File: config.mk
export PLATFORM = sky130hd
export DESIGN_NAME = hcs_ctrl
export DESIGN_NICKNAME = d
export VERILOG_FILES = /design/src/rtl/hcs_pkg.sv /design/src/rtl/hcs_ctrl.sv
export SDC_FILE = /design/constraint.sdc
export NUM_CORES = 1
export LEC_CHECK = 0
export BUFFER_PORTS_ARGS = -buffer_cell sky130_fd_sc_hd__buf_2
export CAP_MARGIN = 15
export CORE_MARGIN = 2
export CORE_UTILIZATION = 26
export DETAILED_ROUTE_END_ITERATION = 6
export GPL_TIMING_DRIVEN = 0
export PLACE_DENSITY = 0.5
export SYNTH_ARGS = -nofsm -noshare
export SYNTH_HDL_FRONTEND = slang
export SYNTH_SLANG_ARGS = --single-unit
export TNS_END_PERCENT = 100
File: constraint.sdc
create_clock -name i_clk -period 2.4 [get_ports i_clk]
set_clock_uncertainty 0.05 [all_clocks]
set_input_delay 0.48 -clock i_clk [delete_from_list [all_inputs] [get_ports i_clk]]
set_output_delay 0.48 -clock i_clk [all_outputs]
set_load 0.05 [all_outputs]
File: src/rtl/hcs_pkg.sv
// ============================================================================
// hcs_pkg
// Shared types and constants for the 2-D hill-climbing step block.
// ============================================================================
package hcs_pkg;

    // Fixed field widths
    localparam int STEP_W     = 21;
    localparam int COST_W     = 48;
    localparam int MODE_W     = 2;
    localparam int PICK_W     = 2;
    localparam int APB_ADDR_W = 3;
    localparam int APB_DATA_W = 32;

    localparam logic [COST_W-1:0] COST_MAX   = '1;
    localparam logic [STEP_W-1:0] STEP_RESET = 21'd1049;

    // Step modes
    localparam logic [MODE_W-1:0] MODE_LOAD   = 2'd0;
    localparam logic [MODE_W-1:0] MODE_GREEDY = 2'd1;
    localparam logic [MODE_W-1:0] MODE_RANDOM = 2'd2;

    // Neighbour codes
    localparam logic [PICK_W-1:0] PICK_XP = 2'd0;
    localparam logic [PICK_W-1:0] PICK_XM = 2'd1;
    localparam logic [PICK_W-1:0] PICK_YP = 2'd2;
    localparam logic [PICK_W-1:0] PICK_YM = 2'd3;

    // Cost function select
    localparam logic GOAL_HIMMEL = 1'b0;
    localparam logic GOAL_SPHERE = 1'b1;

    // Register word index (paddr bit 2)
    localparam logic REG_IDX_STEP = 1'b0;
    localparam logic REG_IDX_GOAL = 1'b1;

    // Point fed into the cost pipeline
    typedef enum logic [2:0] {
        PT_CUR,
        PT_XP,
        PT_XM,
        PT_YP,
        PT_YM,
        PT_START
    } t_pt_sel;

    // Controller to datapath
    typedef struct packed {
        logic    issue;       // push a point into the cost pipeline
        logic    first;       // first point of this transaction
        logic    last;        // last point of this transaction
        t_pt_sel pt_sel;
        logic    load_start;  // latch the start point
        logic    commit;      // move to best point and load the result
    } t_dp_cmd;

    // Datapath to controller
    typedef struct packed {
        logic fold_last;      // last point's cost is folding into best
        logic pipe_busy;      // any point still in the cost pipeline
    } t_dp_sts;

endpackage

File: src/rtl/hcs_ctrl.sv
// ============================================================================
// hcs_ctrl
// Sequencer: accepts a transaction, issues its candidate points into the
// cost pipeline, waits for the last cost and commits the chosen point.
// ============================================================================
module hcs_ctrl import hcs_pkg::*; (
    input  logic              i_clk,
    input  logic              i_rst_n,
    input  logic              i_in_valid,
    output logic              o_in_ready,
    input  logic [MODE_W-1:0] i_mode,
    input  logic [PICK_W-1:0] i_pick,
    output logic              o_out_valid,
    input  logic              i_out_ready,
    output t_dp_cmd           o_cmd,
    input  t_dp_sts           i_sts
);

    typedef enum logic [1:0] {
        ST_IDLE,
        ST_ISSUE,
        ST_WAIT,
        ST_DONE
    } t_state;

    t_state            r_state;
    logic [MODE_W-1:0] r_mode;
    logic [PICK_W-1:0] r_pick;
    logic [2:0]        r_idx;
    logic              r_out_valid;
    logic              n_out_valid;

    logic    w_accept;
    logic    w_out_free;
    logic [2:0] w_last_idx;
    t_pt_sel w_pt_sel;

    // Candidate point for position idx of the issue sequence
    function automatic t_pt_sel pick_pt(input logic [MODE_W-1:0] mode,
                                        input logic [PICK_W-1:0] pick,
                                        input logic [2:0]        idx);
        t_pt_sel sel;
        sel = PT_CUR;
        unique case (mode)
            MODE_LOAD: sel = PT_START;
            MODE_GREEDY: begin
                unique case (idx)
                    3'd0:    sel = PT_XP;
                    3'd1:    sel = PT_XM;
                    3'd2:    sel = PT_YP;
                    3'd3:    sel = PT_YM;
                    default: sel = PT_CUR;
                endcase
            end
            MODE_RANDOM: begin
                // current point first, so a tie keeps it
                if (idx == 3'd0) begin
                    sel = PT_CUR;
                end else begin
                    unique case (pick)
                        PICK_XP: sel = PT_XP;
                        PICK_XM: sel = PT_XM;
                        PICK_YP: sel = PT_YP;
                        PICK_YM: sel = PT_YM;
                        default: sel = PT_CUR;
                    endcase
                end
            end
            default: sel = PT_CUR;   // unused mode holds the point
        endcase
        return sel;
    endfunction

    // Points per transaction, minus one
    always_comb begin
        unique case (r_mode)
            MODE_GREEDY: w_last_idx = 3'd4;
            MODE_RANDOM: w_last_idx = 3'd1;
            default:     w_last_idx = 3'd0;
        endcase
    end

    assign w_pt_sel   = pick_pt(r_mode, r_pick, r_idx);
    assign w_accept   = i_in_valid && (r_state == ST_IDLE);
    assign w_out_free = !r_out_valid || i_out_ready;

    // Commands to the datapath
    always_comb begin
        o_cmd.issue      = (r_state == ST_ISSUE);
        o_cmd.first      = (r_idx == 3'd0);
        o_cmd.last       = (r_idx == w_last_idx);
        o_cmd.pt_sel     = w_pt_sel;
        o_cmd.load_start = w_accept;
        o_cmd.commit     = (r_state == ST_DONE) && w_out_free;
    end

    // Output valid: cleared when taken, set on commit
    always_comb begin
        n_out_valid = r_out_valid && !i_out_ready;
        if ((r_state == ST_DONE) && w_out_free) begin
            n_out_valid = 1'b1;
        end
    end

    assign o_in_ready  = (r_state == ST_IDLE);
    assign o_out_valid = r_out_valid;

    // State and output-valid register
    always_ff @(posedge i_clk) begin
        if (!i_rst_n) begin
            r_state     <= ST_IDLE;
            r_idx       <= 3'd0;
            r_out_valid <= 1'b0;
        end else begin
            r_out_valid <= n_out_valid;
            unique case (r_state)
                ST_IDLE: begin
                    if (w_accept) begin
                        r_mode  <= i_mode;
                        r_pick  <= i_pick;
                        r_idx   <= 3'd0;
                        r_state <= ST_ISSUE;
                    end
                end
                ST_ISSUE: begin
                    if (r_idx == w_last_idx) begin
                        r_state <= ST_WAIT;
                    end else begin
                        r_idx <= r_idx + 3'd1;
                    end
                end
                ST_WAIT: begin
                    if (i_sts.fold_last) begin
                        r_state <= ST_DONE;
                    end
                end
                ST_DONE: begin
                    if (w_out_free) begin
                        r_state <= ST_IDLE;
                    end
                end
                default: r_state <= ST_IDLE;
            endcase
        end
    end

endmodule

==> reports/results.ini, run 1 <==
[run_status]
status = complete, no violations

[route]
drtIter0Drc = 13
detailroute.via_count = 648
wl_per_cell_um = 10.82
wl_mm = 1.482
dr.pass1.iters = 4
postRouteAntennaNets = 0
remaining_drc_errors = 0
routed_via_density = 4.730

[critical_path]
crit_type = reg2out
rr_startpoint = r_mode[1]
cp-end-kind = primary output
reg2reg_to = r_idx[0]
setup.worst_path.start_class = flop
arrival_ps = 1700
reg2reg_slack_ps = 540
r2r.worst_path.cells = 6
cp.required_ps = 1870
crit_fanout = 8

[logic_synthesis]
ys_warn_count = 0
synth_ff_type = dfxtp_1
async_reset_ff_share_pct = 0
synth-edff-count = 4
yosys.area.top_type = ha_1
avgSynthCellArea_um2 = 9.027
seq_area_frac_synth_pct = 31.68
yosys.cell_types.count = 35
syn_inst = 84
synthTopCellsByArea = ha_1, dfxtp_1, edfxtp_1
synth_top_area_share_pct = 21.45
ys_seq_elements = 10
synth.cell_area_um2 = 758.2
syn_nets = 107

[floorplanning]
design.die.area_um2 = 3364
rows = 19
fp.dieW_um = 58
coreArea_um2 = 2758
ios = 20
start_util_pct = 27.50
die_height_um = 58

[power_and_ir_drop]
peakVddDrop_mv = 0.6480
p_leak_nw = 0.4287
powerDensity_nw_per_um2 = 985.0

[timing]
fin_crit_sh_pct = 92.74
fin_hold_ws_ps = 336.4
tns_ps = 0
setup_slack_ps = 174.3
setup_violations = 0
rsz0062_at_grt = false
fmax_mhz = 449.3
slew_headroom_pct = 79.74
worst_pin_slew_ps = 301.1
period_minus_slack_ps = 2226
hold_viol = 0
timing.final.max_slew_violations = 0

[cts]
clockBufferDepth = 2
cts_sinks = 10
insertion_delay_ps = 260
postCtsSetupRepairBufs = 0
cts_tree = yes
cts_resized = 0
ctsRootBufferMaster = clkbuf_4
hold_buffers = 0
htreeDepth = 1
cts_buffers = 3
path_clk_slew_ps = 70

[final_layout]
finalNonFillerCells = 137
final_nets = 130
drive_above_1_share_pct = 27.36
design_area_um2 = 937.1
num_antenna_cells = 0
synthToLayoutAreaGrowth_pct = 23.60

[hold_path]
whs_endpoint = r_pick[0]
hp-start = i_pick[0]
hold_depth = 1
hp-class = in2reg

[place]
place_inst = 133
port-buffer-count = 18
dpl.hpwl_mm = 1.213
placed_area_um2 = 895.9
place_congestion = 0.6871
dp_slack_ps = 319.5

[global_routing]
grt_pass1_vias = 641
grt_max_degree = 10
track_usage_pct = 10.71
antenna_found_initial = 0
grt_first_pass_wirelength_mm = 2.815
globalRouteOverflowTotal = 0

[job]
drv_cap = 0

cells by family after synthesis:
family	Yosys count	share of synthesized area [%]
muxes	1	1.320
adders and majority gates	13	21.45
AOI/OAI and AO/OA	18	17.00
xor gates and xnor gates	1	1.155
and+or+nand+nor	26	18.48
DFF	10	31.68
buffers and inverters	15	8.912
cell usage after synthesis, types with 2 or more instances:
library cell / number
dfxtp_1: 6
edfxtp_1: 4
ha_1: 13
inv_1: 13
nand2_1: 5
nand4_1: 2
nor2_1: 5
nor2b_1: 3
nor4_1: 3
o21ai_0: 5
sequential cells by signal (all words and copies together), names as in the netlist:
signal,flops
r_mode,2
r_idx,3
r_pick,2
o_out_valid,1
r_state,2
layout make-up:
cell class | instances | area (um2)
Timing Repair Buffer | 18 | 95.09
Clock inverter | 1 | 3.754
Clock buffer | 3 | 22.52
Tap cell | 31 | 38.79
Inverter | 13 | 48.80
Multi-Input combinational cell | 59 | 466.7
Sequential cell | 10 | 242.7
Fill cell | 311 | 1821
Buffer | 2 | 18.77
stage by stage:
stage / utilization [%] / total power, W
after global routing: 33.98 / 0.001004
after detailed placement: 32.49 / 0.0008005
final: 33.98 / 0.0009231
after CTS: 33.44 / 0.0009238
after floorplan: - / 0.0006883
after global placement: 32.49 / 0.0007941
where the power goes:
| part | switching, W | internal [W] | total, W |
|---|---|---|---|
| registers | 0.0000325 | 0.000213 | 0.000245 |
| clock network | 0.0000602 | 0.0000601 | 0.000120 |
| logic | 0.000382 | 0.000176 | 0.000557 |
worst max-delay path: stages (launching register included):
cell      delay (ps)
dfxtp_2          400
inv_1            120
ha_1             200
nor2b_2          160
inv_1             80
a21boi_1          80
o22ai_2          110
buf_2            280
metal layers:
| layer | vias up | global-route usage [%] | part of all wire [%] |
|---|---|---|---|
| met2 | 14 | 16.88 | 46 |
| met1 | 295 | 13.74 | 49 |
| met3 | 2 | 2.679 | 4.0 |
| met4 | 0 | 4.983 | 0.74 |
| li1 | 337 | - | - |
| met5 | - | 0 | 0 |
cell usage in the layout, fill, tap and decap left out, types with 2 or more instances in the layout:
cell type / count
buf_2: 16
clkbuf_4: 5
o21ai_0: 5
nand2_1: 5
dfxtp_2: 2
nor4_1: 3
nor2b_1: 2
edfxtp_1: 4
nand4_1: 2
inv_1: 13
dfxtp_1: 4
ha_1: 13
nor2_1: 5
worst max-delay path by stage:
| stage | start | to |
|---|---|---|
| 6_report | r_idx[0] | o_cmd[4] |
| 5_1_grt | r_idx[0] | o_cmd[2] |
| 4_1_cts | r_idx[0] | o_cmd[2] |
| 3_5_place_dp | r_idx[0] | o_cmd[2] |
| 3_3_place_gp | r_idx[0] | o_cmd[4] |
| 2_1_floorplan | r_idx[0] | o_cmd[3] |
(Power assumes the default switching activity.)
==> inputs of run 2 (changes only) <==
--- a/config.mk
+++ b/config.mk
@@ -5,6 +5,7 @@
 export SDC_FILE = /design/constraint.sdc
 export NUM_CORES = 1
 export LEC_CHECK = 0
+export ABC_AREA = 1
 export BUFFER_PORTS_ARGS = -buffer_cell sky130_fd_sc_hd__buf_2
 export CAP_MARGIN = 15
 export CORE_MARGIN = 2
==> run 2 against run 1 <==
  * Core utilization fell by 0.97 points
  * Via count rose by 1.9%
  * Combinational power rose by 29%
  * Power rose by 20%
  * Routed wire length fell by 0.81%
  * Fmax rose by 2.6%
  * Non-clock buffer count fell by 1
  * Worst hold slack got worse by 0.59 ps
  * Critical path depth rose by 1
==> reports/results.ini, run 2 <==
[run_status]
status = complete, no violations

[critical_path]
crit_fanout = 6
arrival_ps = 1640
setup.worst_path.start_class = flop
crit_type = reg2out
cp-end-kind = primary output
r2r.worst_path.cells = 6
cp.required_ps = 1870

[final_layout]
finalNonFillerCells = 153
largest_register_ffs = 3
synthToLayoutAreaGrowth_pct = 20.33
fillCellCount = 306
final_nets = 146
drive_above_1_share_pct = 29.51
num_antenna_cells = 0
layout_common_cells = nand2_1, buf_2, inv_1
design_area_um2 = 918.4
final_common_cell = nand2_1
largest_register = r_idx

[logic_synthesis]
syn_nets = 123
synth.cell_area_um2 = 763.2
avgSynthCellArea_um2 = 7.632
yosys.area.top_type = ha_1
ys_warn_count = 0
async_reset_ff_share_pct = 0
synth_top_area_share_pct = 21.31
synth.most_common_cell = nand2_1
synthTopCellsByCount = nand2_1, inv_1, ha_1
synth_ff_type = dfxtp_1
synthTopCellsByArea = ha_1, dfxtp_1, edfxtp_1
yosys.cell_types.count = 19
ys_seq_elements = 10
syn_inst = 100
seq_area_frac_synth_pct = 31.48
synth-edff-count = 4

[timing]
tns_ps = 0
fin_crit_sh_pct = 90.35
worst_pin_slew_ps = 321.1
fmax_mhz = 461.2
slew_headroom_pct = 78.52
timing.final.max_slew_violations = 0
fin_hold_ws_ps = 335.8
setup_slack_ps = 231.7
rsz0062_at_grt = false
setup_violations = 0
hold_viol = 0
period_minus_slack_ps = 2168

[power_and_ir_drop]
p_leak_nw = 0.5050
powerDensity_nw_per_um2 = 1202
peakVddDrop_mv = 0.8924

[global_routing]
grt_first_pass_wirelength_mm = 2.504
globalRouteOverflowTotal = 0
grt_max_degree = 7
grt_pass1_vias = 625
track_usage_pct = 9.834
antenna_found_initial = 0

[cts]
path_clk_slew_ps = 70
htreeDepth = 1
postCtsSetupRepairBufs = 0
insertion_delay_ps = 260
cts_buffers = 3
cts_resized = 0
ctsRootBufferMaster = clkbuf_4
clockBufferDepth = 2
hold_buffers = 0
cts_sinks = 10
cts_tree = yes

[place]
dp_slack_ps = 497.3
place_congestion = 0.7488
port-buffer-count = 18
place_inst = 149
dpl.hpwl_mm = 1.270
placed_area_um2 = 892.1

[route]
wl_mm = 1.470
drtIter0Drc = 8
remaining_drc_errors = 0
postRouteAntennaNets = 0
wl_per_cell_um = 9.608
dr.pass1.iters = 4
detailroute.via_count = 660
routed_via_density = 4.314

[floorplanning]
die_height_um = 58.18
start_util_pct = 27.44
ios = 20
fp.dieW_um = 58.18
rows = 19
coreArea_um2 = 2781
design.die.area_um2 = 3385

[hold_path]
hp-class = in2reg
hold_depth = 1

[job]
drv_cap = 0

-- run 2: power by group --
part           switching, W  total [W]  internal, W
Sequential        0.0000430   0.000264     0.000221
Clock             0.0000586   0.000123    0.0000642
Combinational      0.000510   0.000716     0.000206
-- run 2: stage by stage --
stage	utilization [%]	power (W)
3_5_place_dp	32.07	0.0009904
3_3_place_gp	32.07	0.0009786
6_report	33.02	0.001103
5_1_grt	33.02	0.001209
2_1_floorplan	-	0.0008472
4_1_cts	33.02	0.001119
-- run 2: layout make-up --
type / instances / area [um2] / area share, %
buffer: 1 / 7.507 / 0.8174
clock buffer: 4 / 26.28 / 2.861
tap: 31 / 38.79 / 4.223
inverter: 22 / 82.58 / 8.992
timing repair buffer: 18 / 90.09 / 9.809
sequential: 10 / 240.2 / 26.16
multi-input combinational: 67 / 432.9 / 47.14
-- run 2: kinds of logic after synthesis --
logic type      Yosys count  share of synthesized area [%]
compound gates           10                          7.377
simple gates             44                          28.03
buf+inv                  23                          11.80
flops                    10                          31.48
fa+ha+maj                13                          21.31
-- run 2: path summary, 6_finish.rpt --
| check | endpoint | start | slack, ps |
|---|---|---|---|
| max | o_cmd[2] | r_idx[0] | 230 |
| min | r_pick[0] | i_pick[0] | 340 |
| max reg2reg | r_idx[2] | r_idx[0] | 900 |
| min reg2reg | r_state[1] | r_state[1] | 460 |
-- run 2: worst max-delay path, cell delays in order, from the launching register on --
cell and delay [ps]:
dfxtp_1 430, inv_2 80, ha_1 190, nand2_1 120, o21ai_0 100, nand2_1 60
nand2_1 40, o21ai_0 60, buf_2 280
-- run 2: metal layers --
metal	wire (um)	track usage, %	up-vias
met5	0	0	-
met4	36	6.977	0
met3	72	2.009	4
met2	657	16.07	15
met1	704	11.38	285
li1	-	-	356
